File: config.mk
export PLATFORM = sky130hd
export DESIGN_NAME = base_n_text_encoder
export DESIGN_NICKNAME = d
export VERILOG_FILES = /design/src/hdl/bne_pkg.sv /design/src/hdl/bne_slice.sv /design/src/hdl/bne_emit.sv /design/src/hdl/base_n_text_encoder.sv
export SDC_FILE = /design/constraint.sdc
export NUM_CORES = 1
export LEC_CHECK = 0
export BUFFER_PORTS_ARGS = -buffer_cell sky130_fd_sc_hd__buf_2
export CAP_MARGIN = 10
export CORE_ASPECT_RATIO = 0.5
export CORE_MARGIN = 5
export CORE_UTILIZATION = 55
export DETAILED_ROUTE_END_ITERATION = 8
export PLACE_DENSITY_LB_ADDON = 0.2
export SLEW_MARGIN = 20
export SYNTH_ARGS = -nofsm -noshare
export SYNTH_HDL_FRONTEND = slang
export SYNTH_SLANG_ARGS = --single-unit
File: constraint.sdc
create_clock -name clk -period 10.5 [get_ports clk]
set_input_delay 0 -clock clk [delete_from_list [all_inputs] [get_ports clk]]
set_output_delay 0 -clock clk [all_outputs]
set_load 0.01 [all_outputs]
File: src/hdl/bne_pkg.sv
// ---------------------------------------------------------------------------
// bne_pkg
// Shared types, character codes and alphabet mapping for the base-N encoder.
// ---------------------------------------------------------------------------
package bne_pkg;

	typedef enum logic [1:0] {
		MODE_B64 = 2'd0,
		MODE_B32 = 2'd1,
		MODE_B16 = 2'd2
	} bne_mode_t;

	localparam logic [6:0] CH_UPPER_A = 7'h41;
	localparam logic [6:0] CH_LOWER_A = 7'h61;
	localparam logic [6:0] CH_DIGIT_0 = 7'h30;
	localparam logic [6:0] CH_DIGIT_2 = 7'h32;
	localparam logic [6:0] CH_PLUS    = 7'h2B;
	localparam logic [6:0] CH_SLASH   = 7'h2F;
	localparam logic [6:0] CH_PAD     = 7'h3D;

	localparam int unsigned MAX_CHARS = 3;

	typedef struct packed {
		logic [MAX_CHARS-1:0][6:0] chars;
		logic [1:0]                n_chars;
		logic [3:0]                n_total;
		logic                      fin;
	} bne_job_t;

	function automatic logic [6:0] map_char(input bne_mode_t mode, input logic [5:0] v);
		logic [6:0] w;
		logic [6:0] r;
		begin
			w = {1'b0, v};
			unique case (mode)
				MODE_B64: begin
					if (w < 7'd26)
						r = CH_UPPER_A + w;
					else if (w < 7'd52)
						r = CH_LOWER_A + (w - 7'd26);
					else if (w < 7'd62)
						r = CH_DIGIT_0 + (w - 7'd52);
					else if (w == 7'd62)
						r = CH_PLUS;
					else
						r = CH_SLASH;
				end
				MODE_B32: begin
					if (w[4:0] < 5'd26)
						r = CH_UPPER_A + {2'b0, w[4:0]};
					else
						r = CH_DIGIT_2 + ({2'b0, w[4:0]} - 7'd26);
				end
				default: begin
					if (w[3:0] < 4'd10)
						r = CH_DIGIT_0 + {3'b0, w[3:0]};
					else
						r = CH_UPPER_A + ({3'b0, w[3:0]} - 7'd10);
				end
			endcase
			return r;
		end
	endfunction

endpackage

File: src/hdl/bne_slice.sv
// ---------------------------------------------------------------------------
// bne_slice
// Alphabet register, message bit buffer and the single-pass slicing of one
// word into characters, flush character and padding count.
// ---------------------------------------------------------------------------
module bne_slice import bne_pkg::*; (
	input  logic       clk,
	input  logic       arst_n,
	input  logic       cfg_we,
	input  logic [1:0] cfg_mode,
	input  logic       take,
	input  logic [7:0] data_byte,
	input  logic       final_byte,
	output bne_job_t   job
);

	logic [1:0] mode_q;
	logic [3:0] pend_bits_q;
	logic [2:0] pend_cnt_q;
	logic [2:0] gp_q;

	bne_mode_t  mode;
	logic [2:0] gbits;
	logic [5:0] gmask;
	logic [2:0] gmod;
	logic [2:0] cnt_lo;
	logic [3:0] cnt;
	logic [11:0] acc;
	logic       two;
	logic [3:0] sh0;
	logic [3:0] sh1;
	logic [3:0] rem;
	logic [11:0] grp0_w;
	logic [11:0] grp1_w;
	logic [17:0] flush_w;
	logic [6:0] ch0;
	logic [6:0] ch1;
	logic [6:0] chf;
	logic       has_flush;
	logic [1:0] n_chars;
	logic [2:0] gp_after;
	logic [2:0] pad_raw;
	logic [3:0] room;
	logic [3:0] pads;
	logic [4:0] rem_mask_w;

	always_comb begin
		unique case (mode_q)
			MODE_B64: mode = MODE_B64;
			MODE_B32: mode = MODE_B32;
			default:  mode = MODE_B16;
		endcase
		unique case (mode)
			MODE_B64: begin
				gbits = 3'd6;
				gmask = 6'h3F;
				gmod  = 3'd3;
			end
			MODE_B32: begin
				gbits = 3'd5;
				gmask = 6'h1F;
				gmod  = 3'd7;
			end
			default: begin
				gbits = 3'd4;
				gmask = 6'h0F;
				gmod  = 3'd0;
			end
		endcase

		cnt_lo  = (pend_cnt_q > 3'd4) ? 3'd4 : pend_cnt_q;
		cnt     = {1'b0, cnt_lo} + 4'd8;
		acc     = {pend_bits_q, data_byte};
		two     = cnt >= {gbits, 1'b0};
		sh0     = cnt - {1'b0, gbits};
		sh1     = sh0 - {1'b0, gbits};
		rem     = two ? sh1 : sh0;

		grp0_w  = acc >> sh0;
		grp1_w  = acc >> sh1;
		flush_w = ({6'b0, acc} << gbits) >> rem;
		ch0     = map_char(mode, grp0_w[5:0] & gmask);
		ch1     = map_char(mode, grp1_w[5:0] & gmask);
		chf     = map_char(mode, flush_w[5:0] & gmask);

		has_flush = final_byte && (rem != 4'd0);
		n_chars   = (two ? 2'd2 : 2'd1) + {1'b0, has_flush};
		gp_after  = gp_q + {1'b0, n_chars};
		pad_raw   = final_byte ? ((3'd0 - gp_after) & gmod) : 3'd0;
		room      = 4'd8 - {2'b0, n_chars};
		pads      = ({1'b0, pad_raw} > room) ? room : {1'b0, pad_raw};
		rem_mask_w = (5'd1 << rem) - 5'd1;

		job.chars[0] = ch0;
		job.chars[1] = two ? ch1 : chf;
		job.chars[2] = chf;
		job.n_chars  = n_chars;
		job.n_total  = {2'b0, n_chars} + pads;
		job.fin      = final_byte;
	end

	always_ff @(posedge clk or negedge arst_n) begin
		if (!arst_n) begin
			mode_q      <= MODE_B64;
			pend_bits_q <= '0;
			pend_cnt_q  <= '0;
			gp_q        <= '0;
		end else if (cfg_we) begin
			mode_q      <= cfg_mode;
			pend_bits_q <= '0;
			pend_cnt_q  <= '0;
			gp_q        <= '0;
		end else if (take) begin
			if (final_byte) begin
				pend_bits_q <= '0;
				pend_cnt_q  <= '0;
				gp_q        <= '0;
			end else begin
				pend_bits_q <= acc[3:0] & rem_mask_w[3:0];
				pend_cnt_q  <= rem[2:0];
				gp_q        <= gp_after;
			end
		end
	end

endmodule

File: src/hdl/bne_emit.sv
// ---------------------------------------------------------------------------
// bne_emit
// Holds one sliced word and hands out its characters and padding one per
// cycle through the output register while char_stall does not hold it.
// ---------------------------------------------------------------------------
module bne_emit import bne_pkg::*; (
	input  logic       clk,
	input  logic       arst_n,
	input  bne_job_t   job,
	input  logic       byte_valid,
	output logic       byte_stall,
	output logic       take,
	output logic       char_valid,
	input  logic       char_stall,
	output logic [6:0] text_char,
	output logic       item_done,
	output logic       message_done
);

	bne_job_t   job_s1;
	logic       job_valid_q;
	logic [2:0] idx_q;
	logic       out_valid_q;
	logic [6:0] char_q;
	logic       item_done_q;
	logic       msg_done_q;

	logic       out_free;
	logic       move;
	logic       last;
	logic [6:0] cur_char;

	always_comb begin
		out_free   = !out_valid_q || !char_stall;
		move       = job_valid_q && out_free;
		last       = ({1'b0, idx_q} == (job_s1.n_total - 4'd1));
		byte_stall = job_valid_q && !(move && last);
		take       = byte_valid && !byte_stall;
		if ({1'b0, idx_q} < {2'b0, job_s1.n_chars}) begin
			unique case (idx_q[1:0])
				2'd0:    cur_char = job_s1.chars[0];
				2'd1:    cur_char = job_s1.chars[1];
				default: cur_char = job_s1.chars[2];
			endcase
		end else begin
			cur_char = CH_PAD;
		end
	end

	always_ff @(posedge clk or negedge arst_n) begin
		if (!arst_n) begin
			job_valid_q <= 1'b0;
			idx_q       <= '0;
			out_valid_q <= 1'b0;
		end else begin
			if (take)
				job_valid_q <= 1'b1;
			else if (move && last)
				job_valid_q <= 1'b0;

			if (move)
				idx_q <= last ? 3'd0 : idx_q + 3'd1;

			if (move)
				out_valid_q <= 1'b1;
			else if (out_free)
				out_valid_q <= 1'b0;
		end
	end

	always_ff @(posedge clk) begin
		if (take)
			job_s1 <= job;
		if (move) begin
			char_q      <= cur_char;
			item_done_q <= last;
			msg_done_q  <= last && job_s1.fin;
		end
	end

	assign char_valid   = out_valid_q;
	assign text_char    = char_q;
	assign item_done    = item_done_q;
	assign message_done = msg_done_q;

`ifndef SYNTHESIS
	a_idx_in_range: assert property (@(posedge clk) disable iff (!arst_n)
		job_valid_q |-> ({1'b0, idx_q} < job_s1.n_total))
		else $error("character index past end of word");

	a_total_range: assert property (@(posedge clk) disable iff (!arst_n)
		job_valid_q |-> (job_s1.n_chars != 2'd0 && job_s1.n_total <= 4'd8
			&& job_s1.n_total >= {2'b0, job_s1.n_chars}))
		else $error("word holds an impossible character count");

	a_msg_ends_item: assert property (@(posedge clk) disable iff (!arst_n)
		out_valid_q && msg_done_q |-> item_done_q)
		else $error("message end without word end");

	a_idle_takes: assert property (@(posedge clk) disable iff (!arst_n)
		!job_valid_q |-> !byte_stall)
		else $error("stall raised with no word held");

	a_word_drains: assert property (@(posedge clk) disable iff (!arst_n)
		move && last && !take |=> !job_valid_q)
		else $error("finished word not released");
`endif

endmodule

File: src/hdl/base_n_text_encoder.sv
// ---------------------------------------------------------------------------
// base_n_text_encoder
// Streaming base64 / base32 / base16 text encoder with '=' group padding.
// ---------------------------------------------------------------------------
//  channel  | direction | handshake             | payload
//  byte     | in        | byte_valid/byte_stall | data_byte, final_byte
//  char     | out       | char_valid/char_stall | text_char, item_done, message_done
//  cfg      | in        | cfg_valid/cfg_ready   | alphabet_mode
//
//  One character leaves per cycle while char_stall is low; a word yields 1 or
//  2 characters if ordinary, up to 8 if final with flush and padding. The
//  first character passes through the word register and then the output
//  register. A new word is taken in the cycle its predecessor's
//  last character moves to the output register. Reset selects base64 and
//  clears the bit buffer; cfg_ready is always high.
// ---------------------------------------------------------------------------
module base_n_text_encoder import bne_pkg::*; (
	input  logic       clk,
	input  logic       arst_n,
	input  logic       byte_valid,
	output logic       byte_stall,
	input  logic [7:0] data_byte,
	input  logic       final_byte,
	output logic       char_valid,
	input  logic       char_stall,
	output logic [6:0] text_char,
	output logic       item_done,
	output logic       message_done,
	input  logic       cfg_valid,
	output logic       cfg_ready,
	input  logic [1:0] alphabet_mode
);

	bne_job_t job;
	logic     take;

	assign cfg_ready = 1'b1;

	bne_slice u_slice (
		.clk        (clk),
		.arst_n     (arst_n),
		.cfg_we     (cfg_valid && cfg_ready),
		.cfg_mode   (alphabet_mode),
		.take       (take),
		.data_byte  (data_byte),
		.final_byte (final_byte),
		.job        (job)
	);

	bne_emit u_emit (
		.clk          (clk),
		.arst_n       (arst_n),
		.job          (job),
		.byte_valid   (byte_valid),
		.byte_stall   (byte_stall),
		.take         (take),
		.char_valid   (char_valid),
		.char_stall   (char_stall),
		.text_char    (text_char),
		.item_done    (item_done),
		.message_done (message_done)
	);

endmodule
==> metrics <==
status finished clean; Top delay family on crit path adder cells; DIE AREA between 0.015 and 0.02 mm²; Synth Instances 828; top cell type's share of synthesized area 15.6%; CP most frequent cell ha_1; largest net degree at the start of global routing 37; HPWL after detailed placement around 16 mm; RSZ-0062 raised after global routing no; syn_area_per_cell 8.58 µm²; final period utilization 75.4%; CTS buffer count 5; Rel. slew slack 21.0%; die width 171 µm; Clk pin slew, worst setup/hold paths 0.08 ns; Setup Fix Bufs, Post-CTS 0; Worst VDD drop 0.0935 mV; Seq cells post-synth 54; pwr dens 210 mW/mm²; Worst EP arrival between 7 and 8 ns; max cap viols 0; initial antenna violation count 0; Synth Cell Area 0.00711 mm²; drt via density about 7; Util after Layout about three fifths; Routed Antenna Nets 0; fin crit period 7.91 ns; Final Setup Violations 0; placed insts 967; starting density of the core 56.1%; CORE AREA 0.0127 mm²; GPL Wtd Cong 0.987; Async SR Flop Fraction 31.5%; GRT Total Usage 28.0%; Synth top cells by count 82 x nand2_1, 50 x inv_1, 49 x ha_1; Yosys warnings 0; clock skew 0.0112 ns; PortBufs 26; critical-path maximum fanout 18; Peak Freq 126 MHz; Worst EP required 10.56 ns; first-pass GRT wire length between 30 and 40 mm; Hold Vio Cnt, Final 0; EDFF count, synth 37; leak pwr 2.92 nW; Layout area overhead 5.04%; Synth Flop Type edfxtp_1; clock sink total between 50 and 60; WS Path Type register to register; Clock Latency Late Sink 0.30 ns; layout net count around 880; crit-path max cell delay 0.97 ns; setup TNS 0 ns; Fillers 1141; share of cells above drive strength 1 12.4%; Hold Crit Depth 2; type of origin of the critical path register; DR iter-0 viols between 700 and 800; hold slack 0.0306 ns; Die H 90.4 µm; Worst Path Buf+Inv 6; Worst-Margin Slew 1.18 ns; WL final 22.1 mm; Worst path depth 28; Seq/Total Area, Yosys 21.6%; TritonCTS clock tree yes; H-tree levels 2; placement row count 29; CTS-repair resized insts 0; Max Slew Vio Count 0; Wirelength per Cell 22.5 µm; DRC violations left 0; R2R cell count 28; Syn Nets 896; vias in the first global route about 6400; crit end category register; Hold WC Path Type input pin to register; Yosys cell types a little under 90; grt total ovfl 0; area leader, netlist edfxtp_1; leading cell types by total area after synthesis edfxtp_1 16%, ha_1 8.6%, mux4_2 6.3%; first-pass iteration count of the detailed router 6; vias after detailed routing slightly below 7000; n_diodes 0; Root Driver clkbuf_16; crit path max-delay cell type fa_1; Post-Layout Cell Count 982; top-count cell post-synth nand2_1; CTS Buffer Depth 2; # IOs 28
## cell families (layout without fill, tap and decap cells)
group / Yosys count / after routing / share of synthesized area [%]
other: 1 / 1 / 0.0528
buffers and inverters: 119 / 103 / 6.90
muxes: 73 / 73 / 14.3
AOI/OAI and AO/OA: 265 / 265 / 27.3
xor gates and xnor gates: 36 / 36 / 4.44
DFF: 54 / 54 / 21.6
and+or+nand+nor: 228 / 228 / 15.9
adders and majority gates: 52 / 52 / 9.47
## layout make-up
type                            count  area, µm²  area share, %
Sequential cell                    54       1540           20.6
Timing Repair Buffer               42        268           3.59
Tap cell                          170        213           2.85
Inverter                           53        201           2.70
Multi-Input combinational cell    655       5090           68.2
Clock buffer                        5        125           1.68
Clock inverter                      3       28.8          0.386
## worst paths after layout
path	from	to	slack, ns
min	cfg_valid	u_slice.mode_q[1]	0.03
max	u_slice.pend_cnt_q[2]	u_emit.job_s1[3]	2.59
max in group asynchronous	arst_n	u_emit.idx_q[1]	9.94
min in group asynchronous	arst_n	u_slice.mode_q[1]	0.21
max reg2reg	u_slice.pend_cnt_q[2]	u_emit.job_s1[3]	2.59
min reg2reg	u_emit.job_valid_q	u_emit.char_valid	0.49
## timing repair
action | in CTS | in global routing
endpoints found under the hold margin | 22 | 0
setup endpoints to repair | 0 | 0
hold buffers | 7 | 0
## registers in the layout (all words and copies together), names as in the netlist
name / count
u_slice.pend_bits_q: 4
u_slice.gp_q: 3
u_emit.idx_q: 3
u_emit.message_done: 1
u_slice.pend_cnt_q: 3
u_emit.item_done: 1
u_emit.job_valid_q: 1
u_emit.text_char: 7
u_slice.mode_q: 2
u_emit.char_valid: 1
u_emit.job_s1: 28
## power breakdown
group	leakage, nW	internal (W)	switching, W
combinational	2.29	0.000419	0.000678
sequential	0.555	0.000275	0.0000163
clock	0.0759	0.0000913	0.0000860
## metal layers
layer | vias to the layer above | share of wire (%) | track usage, %
met4 | 0 | 1.9 | 7.77
met5 | - | 0 | 0
met2 | 412 | 43 | 41.7
met3 | 39 | 11 | 7.52
met1 | 3329 | 44 | 39.8
li1 | 3104 | - | -
## metrics by stage
step | total power, W | cell area (µm²) | worst slack (ns)
floorplan | 0.00112 | 7110 | 3.71
global placement | 0.00135 | 7230 | 2.83
detailed placement | 0.00136 | 7230 | 2.65
CTS | 0.00154 | 7460 | 2.63
global route | 0.00168 | 7460 | 1.98
finish | 0.00157 | 7460 | 2.59
## cells in the final DEF, fill, tap and decap left out, types with 10 or more instances in the layout
master    Yosys  routed
nand2_1      82      82
inv_1        50      50
ha_1         49      49
o21ai_0      46      46
a21oi_1      43      43
nor2_1       38      38
edfxtp_1     37      37
mux2i_1      36      36
xnor2_1      31      30
buf_2        12      26
mux4_2       20      20
o211ai_1     17      17
dfrtp_1      17      17
mux2_2       16      16
nand3_1      15      15
and2_1       13      13
a22o_1       13      13
a31oi_1      13      13
nand2b_1     12      12
o22ai_1      12      12
a22oi_1      10      10
a211oi_1     10      10
Note: power is estimated with default switching activity, not from simulation.
